$ cat config.mk
export PLATFORM = sky130hd
export DESIGN_NAME = ldpc_stopping_distance_search
export DESIGN_NICKNAME = d
export VERILOG_FILES = /design/src/rtl/ldsd_pkg.sv /design/src/rtl/ldsd_ctrl.sv /design/src/rtl/ldsd_datapath.sv /design/src/rtl/ldpc_stopping_distance_search.sv
export SDC_FILE = /design/constraint.sdc
export NUM_CORES = 2
export LEC_CHECK = 0
export BUFFER_PORTS_ARGS = -buffer_cell sky130_fd_sc_hd__buf_4
export CORE_ASPECT_RATIO = 1.5
export CORE_MARGIN = 5
export CORE_UTILIZATION = 35
export DETAILED_ROUTE_END_ITERATION = 10
export GPL_ROUTABILITY_DRIVEN = 1
export PLACE_DENSITY = 0.59
export SLEW_MARGIN = 20
export SYNTH_ARGS = -nofsm -noshare
export SYNTH_HDL_FRONTEND = slang
export SYNTH_HIERARCHICAL = 1
export SYNTH_SLANG_ARGS = --single-unit
$ cat constraint.sdc
create_clock -name clk -period 15.5 [get_ports clk]
set_input_delay 1.55 -clock clk [delete_from_list [all_inputs] [get_ports clk]]
set_output_delay 1.55 -clock clk [all_outputs]
set_load 0.03 [all_outputs]
$ cat src/rtl/ldsd_pkg.sv
`timescale 1ns / 1ps
// ----------------------------------------------------------------------------
// ldsd_pkg
// Shared types and constants for the stopping-distance search block.
// ----------------------------------------------------------------------------
package ldsd_pkg;

    localparam int ROW_W  = 32;
    localparam int COLS_W = 6;
    localparam int DIST_W = 6;

    localparam logic [COLS_W-1:0] COLS_RESET = 6'd32;

    typedef struct packed {
        logic [ROW_W-1:0] row_bits;
        logic             row_last;
    } row_item_t;

    typedef struct packed {
        logic [DIST_W-1:0] stopping_distance;
        logic              none_found;
        logic              row_overflow;
    } result_t;

    typedef struct packed {
        logic load;
        logic init;
        logic read;
        logic next_row;
        logic step;
        logic next_mask;
        logic next_size;
        logic set_found;
        logic set_none;
        logic clear;
    } cmd_t;

    typedef struct packed {
        logic no_search;
        logic row_single;
        logic row_end;
        logic exhausted;
        logic size_final;
    } status_t;

endpackage

$ cat src/rtl/ldsd_ctrl.sv
`timescale 1ns / 1ps
// ----------------------------------------------------------------------------
// ldsd_ctrl
// Sequencer: row loading, subset scan, mask advance and result strobe.
// ----------------------------------------------------------------------------
module ldsd_ctrl (
    input  logic             clk,
    input  logic             rst_n,
    input  logic             start,
    input  logic             row_last,
    input  ldsd_pkg::status_t sts,
    output ldsd_pkg::cmd_t   cmd,
    output logic             busy,
    output logic             done
);
    import ldsd_pkg::*;

    typedef enum logic [6:0] {
        ST_IDLE = 7'b0000001,
        ST_INIT = 7'b0000010,
        ST_READ = 7'b0000100,
        ST_TEST = 7'b0001000,
        ST_STEP = 7'b0010000,
        ST_DONE = 7'b0100000,
        ST_HOLD = 7'b1000000
    } state_t;

    state_t state_reg;
    state_t state_next;

    always_comb
    begin
        state_next = state_reg;
        cmd        = '0;
        case (state_reg)
            ST_IDLE:
            begin
                if (start)
                begin
                    cmd.load = 1'b1;
                    if (row_last)
                    begin
                        state_next = ST_INIT;
                    end
                end
            end
            ST_INIT:
            begin
                if (sts.no_search)
                begin
                    cmd.set_none = 1'b1;
                    state_next   = ST_DONE;
                end
                else
                begin
                    cmd.init   = 1'b1;
                    state_next = ST_READ;
                end
            end
            ST_READ:
            begin
                cmd.read   = 1'b1;
                state_next = ST_TEST;
            end
            ST_TEST:
            begin
                if (sts.row_single)
                begin
                    cmd.step   = 1'b1;
                    state_next = ST_STEP;
                end
                else if (sts.row_end)
                begin
                    cmd.set_found = 1'b1;
                    state_next    = ST_DONE;
                end
                else
                begin
                    cmd.next_row = 1'b1;
                    state_next   = ST_READ;
                end
            end
            ST_STEP:
            begin
                if (!sts.exhausted)
                begin
                    cmd.next_mask = 1'b1;
                    state_next    = ST_READ;
                end
                else if (sts.size_final)
                begin
                    cmd.set_none = 1'b1;
                    state_next   = ST_DONE;
                end
                else
                begin
                    cmd.next_size = 1'b1;
                    state_next    = ST_READ;
                end
            end
            ST_DONE:
            begin
                cmd.clear  = 1'b1;
                state_next = ST_IDLE;
            end
            default:
            begin
                state_next = ST_IDLE;
            end
        endcase
    end

    always_ff @(posedge clk or negedge rst_n)
    begin
        if (!rst_n)
        begin
            state_reg <= ST_IDLE;
        end
        else
        begin
            state_reg <= state_next;
        end
    end

    assign busy = (state_reg != ST_IDLE);
    assign done = (state_reg == ST_DONE);

`ifndef SYNTHESIS
    a_done_then_idle: assert property (@(posedge clk) disable iff (!rst_n)
        done |=> !busy)
        else $error("result strobe not followed by idle");
    a_last_starts: assert property (@(posedge clk) disable iff (!rst_n)
        (start && !busy && row_last) |=> (busy && !done))
        else $error("final row did not start a search");
    a_row_stays_idle: assert property (@(posedge clk) disable iff (!rst_n)
        (start && !busy && !row_last) |=> !busy)
        else $error("plain row left the block busy");
`endif

endmodule

$ cat src/rtl/ldsd_datapath.sv
`timescale 1ns / 1ps
// ----------------------------------------------------------------------------
// ldsd_datapath
// Row store, column register, subset mask with next-combination step,
// row test and result registers.
// ----------------------------------------------------------------------------
module ldsd_datapath #(
    parameter int MAX_ROWS = 32,
    parameter int MAX_COLS = 32
) (
    input  logic                        clk,
    input  logic                        rst_n,
    input  ldsd_pkg::cmd_t              cmd,
    input  logic [ldsd_pkg::ROW_W-1:0]  row_bits,
    input  logic                        cfg_we,
    input  logic [ldsd_pkg::COLS_W-1:0] cfg_wdata,
    output ldsd_pkg::status_t           sts,
    output ldsd_pkg::result_t           result
);
    import ldsd_pkg::*;

    localparam int MW    = MAX_COLS;
    localparam int MWP   = MAX_COLS + 1;
    localparam int IW    = $clog2(MAX_ROWS);
    localparam int RCW   = $clog2(MAX_ROWS + 1);
    localparam int SW    = $clog2(MAX_ROWS + 2);
    localparam int NW    = $clog2(MW + 2);
    localparam int MAXW  = (SW > NW) ? ((SW > COLS_W) ? SW : COLS_W)
                                     : ((NW > COLS_W) ? NW : COLS_W);
    localparam int CMP_W = MAXW + 1;

    function automatic logic [MWP-1:0] low_ones(input logic [NW-1:0] n);
        logic [MWP-1:0] v;
        v = '0;
        for (int i = 0; i < MWP; i++)
        begin
            v[i] = (NW'(i) < n);
        end
        return v;
    endfunction

    function automatic logic [MW-1:0] low_mask(input logic [NW-1:0] n);
        logic [MWP-1:0] v;
        v = low_ones(n);
        return v[MW-1:0];
    endfunction

    logic [ROW_W-1:0]  mem [MAX_ROWS];
    logic [ROW_W-1:0]  rd_reg;
    logic [RCW-1:0]    rows_reg;
    logic              ovf_reg;
    logic [COLS_W-1:0] cols_reg;
    logic [SW-1:0]     s_reg;
    logic [SW-1:0]     s_next;
    logic [MW-1:0]     mask_reg;
    logic [MW-1:0]     mask_next;
    logic [IW-1:0]     idx_reg;
    logic [MWP-1:0]    r_reg;
    logic [MWP-1:0]    d_reg;
    logic [DIST_W-1:0] dist_reg;
    logic              none_reg;

    logic [NW-1:0]     ncols;
    logic              room;
    logic [MW-1:0]     lowbit;
    logic [MWP-1:0]    r_calc;
    logic [MW-1:0]     hit;
    logic [NW-1:0]     fill_cnt;
    logic [CMP_W-1:0]  s_plus;

    assign ncols = (CMP_W'(cols_reg) > CMP_W'(MAX_COLS)) ? NW'(MAX_COLS) : NW'(cols_reg);
    assign room  = (rows_reg < RCW'(MAX_ROWS));

    assign lowbit   = mask_reg & (~mask_reg + 1'b1);
    assign r_calc   = {1'b0, mask_reg} + {1'b0, lowbit};
    assign hit      = MW'(rd_reg) & mask_reg;
    assign fill_cnt = NW'($countones(d_reg) - 2);
    assign s_plus   = CMP_W'(s_reg) + 1'b1;

    assign sts.no_search  = (rows_reg < RCW'(2)) || (ncols < NW'(2));
    assign sts.row_single = (hit != '0) && ((hit & (hit - 1'b1)) == '0);
    assign sts.row_end    = (idx_reg == IW'(rows_reg - 1'b1));
    assign sts.exhausted  = ((r_reg & ~low_ones(ncols)) != '0);
    assign sts.size_final = (s_plus > CMP_W'(rows_reg)) || (s_plus > CMP_W'(ncols));

    always_comb
    begin
        s_next    = s_reg;
        mask_next = mask_reg;
        if (cmd.init)
        begin
            s_next    = SW'(2);
            mask_next = low_mask(NW'(2));
        end
        else if (cmd.next_mask)
        begin
            mask_next = r_reg[MW-1:0] | low_mask(fill_cnt);
        end
        else if (cmd.next_size)
        begin
            s_next    = SW'(s_plus);
            mask_next = low_mask(NW'(s_plus));
        end
    end

    always_ff @(posedge clk)
    begin
        if (cmd.load && room)
        begin
            mem[rows_reg[IW-1:0]] <= row_bits;
        end
        if (cmd.read)
        begin
            rd_reg <= mem[idx_reg];
        end
    end

    always_ff @(posedge clk)
    begin
        s_reg    <= s_next;
        mask_reg <= mask_next;
        if (cmd.init || cmd.next_mask || cmd.next_size)
        begin
            idx_reg <= '0;
        end
        else if (cmd.next_row)
        begin
            idx_reg <= idx_reg + 1'b1;
        end
        if (cmd.step)
        begin
            r_reg <= r_calc;
            d_reg <= r_calc ^ {1'b0, mask_reg};
        end
        if (cmd.set_found)
        begin
            dist_reg <= DIST_W'(s_reg);
            none_reg <= 1'b0;
        end
        else if (cmd.set_none)
        begin
            dist_reg <= DIST_W'(CMP_W'(rows_reg) + 1'b1);
            none_reg <= 1'b1;
        end
    end

    always_ff @(posedge clk or negedge rst_n)
    begin
        if (!rst_n)
        begin
            rows_reg <= '0;
            ovf_reg  <= 1'b0;
            cols_reg <= COLS_RESET;
        end
        else
        begin
            if (cfg_we)
            begin
                cols_reg <= cfg_wdata;
            end
            if (cmd.clear)
            begin
                rows_reg <= '0;
                ovf_reg  <= 1'b0;
            end
            else if (cmd.load)
            begin
                if (room)
                begin
                    rows_reg <= rows_reg + 1'b1;
                end
                else
                begin
                    ovf_reg <= 1'b1;
                end
            end
        end
    end

    assign result.stopping_distance = dist_reg;
    assign result.none_found        = none_reg;
    assign result.row_overflow      = ovf_reg;

`ifndef SYNTHESIS
    a_mask_weight: assert property (@(posedge clk) disable iff (!rst_n)
        cmd.read |-> ($countones(mask_reg) == int'(s_reg)))
        else $error("subset mask weight differs from subset size");
    a_mask_in_range: assert property (@(posedge clk) disable iff (!rst_n)
        cmd.read |-> (({1'b0, mask_reg} & ~low_ones(ncols)) == '0))
        else $error("subset mask reaches past the columns in use");
    a_found_size: assert property (@(posedge clk) disable iff (!rst_n)
        cmd.set_found |-> (CMP_W'(s_reg) <= CMP_W'(rows_reg)))
        else $error("reported size exceeds the row count");
`endif

endmodule

$ cat src/rtl/ldpc_stopping_distance_search.sv
`timescale 1ns / 1ps
// ----------------------------------------------------------------------------
// ldpc_stopping_distance_search
// Loads parity-check rows and searches column subsets for the smallest
// stopping set once the final row has arrived.
// ----------------------------------------------------------------------------
//  channel   signals                       transfer
//  rows in   start, busy, row_in           start high and busy low
//  config    cfg_we, cfg_wdata             cfg_we high, no wait
//  result    done, result                  done high for one cycle
//
//  A row without row_last is stored while the block stays idle, ready for
//  the next row. The final row starts the search; busy stays high up to and
//  including the result strobe cycle. A set-up state follows the final row.
//  Each candidate subset is tested row by row (single-port row store read,
//  then test), stopping at the first row that breaks it, then stepped to
//  the next subset. The result strobe comes in the cycle after the deciding
//  test, step or set-up. Reset clears the row count and sets the column
//  count to 32. The receiver cannot stall: done is a single-cycle strobe.
// ----------------------------------------------------------------------------
module ldpc_stopping_distance_search #(
    parameter int MAX_ROWS = 32,
    parameter int MAX_COLS = 32
) (
    input  logic                        clk,
    input  logic                        rst_n,
    input  logic                        start,
    output logic                        busy,
    input  ldsd_pkg::row_item_t         row_in,
    input  logic                        cfg_we,
    input  logic [ldsd_pkg::COLS_W-1:0] cfg_wdata,
    output logic                        done,
    output ldsd_pkg::result_t           result
);
    import ldsd_pkg::*;

    cmd_t    cmd;
    status_t sts;

    ldsd_ctrl u_ctrl (
        .clk      (clk),
        .rst_n    (rst_n),
        .start    (start),
        .row_last (row_in.row_last),
        .sts      (sts),
        .cmd      (cmd),
        .busy     (busy),
        .done     (done)
    );

    ldsd_datapath #(
        .MAX_ROWS (MAX_ROWS),
        .MAX_COLS (MAX_COLS)
    ) u_datapath (
        .clk       (clk),
        .rst_n     (rst_n),
        .cmd       (cmd),
        .row_bits  (row_in.row_bits),
        .cfg_we    (cfg_we),
        .cfg_wdata (cfg_wdata),
        .sts       (sts),
        .result    (result)
    );

endmodule
==> metrics.yaml <==
synthesis:
  synthDominantCellAreaShare_pct: 68.48
  synth_edf_count: 1126
  synth_flop_cell: "edfxtp_1"
  seq_area_frac_synth_pct: 71.23
  synth_largest_area_cell: "edfxtp_1"
  synth.most_common_cell: "edfxtp_1"
  synth.cell_area_um2: 49380
  synth_warnings: 6
  synthCells: 2663
  ys_seq_elements: 1189
  syn_area_per_cell_um2: 18.54
  async_flop_share_pct: 1.598
  synth_area_leaders: "edfxtp_1 (68%), mux4_2 (15%), dfxtp_1 (1.8%)"
  ys_top_cells_by_count: "edfxtp_1 (1126), mux4_2 (320), nor2_1 (131)"
  synth_fp_nets: 2770
  synth_cell_types: 83
sta:
  finClkSkew_ps: 37.91
  final_hold_viol_count: 0
  fin_crit_sh_pct: 42.20
  rsz0062_at_grt: "no"
  hold_slack_ps: 502.1
  setup_viol: 0
  drv_slew: 0
  period_needed_ps: 6540
  finalWorstSetupSlack_ps: 8960
  setup_tns_ps: 0
  worst_pin_slew_ps: 1005
  fmax_ghz: 0.1529
  slew_headroom_pct: 32.75
global_route:
  track_usage_pct: 17.04
  grt_pass1_wl_um: 184100
  antenna_found_initial: 8
  grt_start_max_net_pins: 116
  grt_pass1_vias: 26230
  grt.overflow.total: 0
worst_setup_path:
  critical_path_class: "reg2reg"
  worst_path_max_delay_cell: "xor2_1"
  critPathBufInv: 2
  cp_common_cell: "ha_1"
  critPathLaunchType: "flip-flop"
  max_stage_delay_ps: 750
  crit_path_end_kind: "flip-flop"
  crit_chain: "fa_1 -> ha_1 -> ha_1 -> inv_1 -> ha_1 -> inv_1 -> ha_1 -> fa_1 -> fa_1 -> fa_1 -> ha_1 -> ha_1 -> nor2b_1 -> o21a_1 -> or2_2 -> xor2_1 -> nand2_1 -> nor3_1 -> o31ai_1 -> a31oi_1"
  critical_path_peak_fanout: 11
  critPathRequiredTime_ps: 16170
  crit_family: "adder cells"
  cp_data_arrival_time_ps: 7210
die:
  die_h_um: 470.0
  die_area_um2: 148800
  initial_core_util_pct: 35.27
  core_region_area_um2: 140000
  rows: 168
  io_pins: 53
  die_w_um: 316.7
clock_tree:
  htree_num_levels: 3
  cts_max_path_buffers: 3
  clkTransAtPathRegs_ps: 70
  cts_setup_buffers: 0
  cts-root-buf: "clkbuf_16"
  holdBufCountCts: 0
  clkLatencyLatePin_ps: 740
  cts_sinks: 1189
  cts_tree: "done"
  ctsResizeCount: 0
  cts_buffers: 105
power_and_ir_drop:
  p_per_area_nw_per_um2: 137.4
  p_leak_nw: 16.99
  vdd_drop_max_mv: 0.09400
routing:
  drt-initial-drc-count: 2392
  wl_um: 127600
  routed_via_density: 5.453
  ant_nets: 0
  drc_errors: 0
  routed-via-count: 25620
  firstDrtPassIters: 9
  wl_per_cell_um: 27.16
min_path:
  hold_class: "reg2reg"
place:
  dp.cells: 4497
  io_buffers: 52
  hpwl_um: 71250
  gp_congestion: 0.9181
  post-place-ws_ps: 8693
finish:
  drive_above_1_share_pct: 24.04
  nets: 2841
  area_growth_pct: 12.72
  stdcell_count: 4698
  largest_reg_flops: 1024
status:
  status: "finished, final reports clean"
run:
  drv_cap: 0
-- logic make-up (layout without fill, tap and decap cells) --
logic type	count (synthesis)	in the layout	synth area share, %
buf+inv	238	399	1.878
xor+xnor	50	50	0.8869
compound gates	310	310	4.057
flops	1189	1189	71.23
other cells	0	4	0
mux	362	362	15.54
simple gates	448	448	4.417
fa+ha+maj	66	66	1.997
-- routing by layer --
layer	share of wire (%)	up-vias	GRT usage (%)	wire, µm
met5	0.010	-	0	13
met4	5.1	2	7.988	6544
met3	5.6	288	2.776	7191
met2	53	868	30.69	68040
met1	36	13540	19.75	45790
li1	-	10920	-	-
-- path summary, 6_finish.rpt --
check                                    startpoint                       to  slack [ps]  depth (start not counted)
worst max-delay path            u_datapath/d_reg[4]  u_datapath/mask_reg[29]        8960                         20
worst min-delay path            u_datapath/none_reg      u_datapath/none_reg         500                          2
worst max register to register  u_datapath/d_reg[4]  u_datapath/mask_reg[29]        8960                         20
worst min register to register  u_datapath/none_reg      u_datapath/none_reg         500                          2
max in group asynchronous                     rst_n      u_ctrl/state_reg[0]       14520                          1
min in group asynchronous                     rst_n       u_datapath/ovf_reg         700                          1
-- power breakdown --
| part | total [W] | internal (W) | leakage [nW] | switching [W] |
|---|---|---|---|---|
| clock | 0.00260 | 0.00141 | 1.65 | 0.00119 |
| sequential | 0.00376 | 0.00364 | 10.7 | 0.000117 |
| combinational | 0.00129 | 0.000568 | 4.64 | 0.000722 |
| total | 0.00765 | 0.00561 | 17.0 | 0.00203 |
-- worst reg2reg max path: stages, from the launching register on --
cell and delay (ps):
edfxtp_1 410, fa_1 500, ha_1 190, ha_1 260, inv_1 40, ha_1 260, inv_1 40, ha_1 310
fa_1 520, fa_1 520, fa_1 510, ha_1 330, ha_1 290, nor2b_1 130, o21a_1 190, or2_2 310
xor2_1 750, nand2_1 380, nor3_1 280, o31ai_1 90, a31oi_1 160
-- cell type report --
| cell class | count | area, µm² |
|---|---|---|
| Fill cell | 12610 | 84340 |
| Sequential cell | 1189 | 35190 |
| Multi-Input combinational cell | 1236 | 13540 |
| Clock buffer | 127 | 2731 |
| Tap cell | 1870 | 2340 |
| Timing Repair Buffer | 108 | 823.3 |
| Clock inverter | 70 | 674.4 |
| Inverter | 94 | 352.8 |
| Antenna cell | 4 | 10.01 |
-- cells in the final DEF (no fill, tap or decap), types with 35 or more instances in the layout --
cell type  instances
edfxtp_1        1126
mux4_2           320
nand2_1          123
buf_4            107
clkbuf_16        106
nor2_1            99
inv_1             92
o21ai_0           85
a21oi_1           68
nand3_1           56
ha_1              42
dfxtp_1           39
mux2_2            35
-- per-stage QoR --
| stage | instance area [µm²] | total power [W] | utilization (%) |
|---|---|---|---|
| floorplan | 49380 | 0.004721 | - |
| global placement | 52240 | 0.005124 | 37.31 |
| detailed placement | 52240 | 0.005133 | 37.31 |
| CTS | 55640 | 0.007732 | 39.75 |
| global route | 55650 | 0.007967 | 39.75 |
| finish | 55660 | 0.007648 | 39.76 |
No activity file was read; power rests on OpenSTA's default activity.
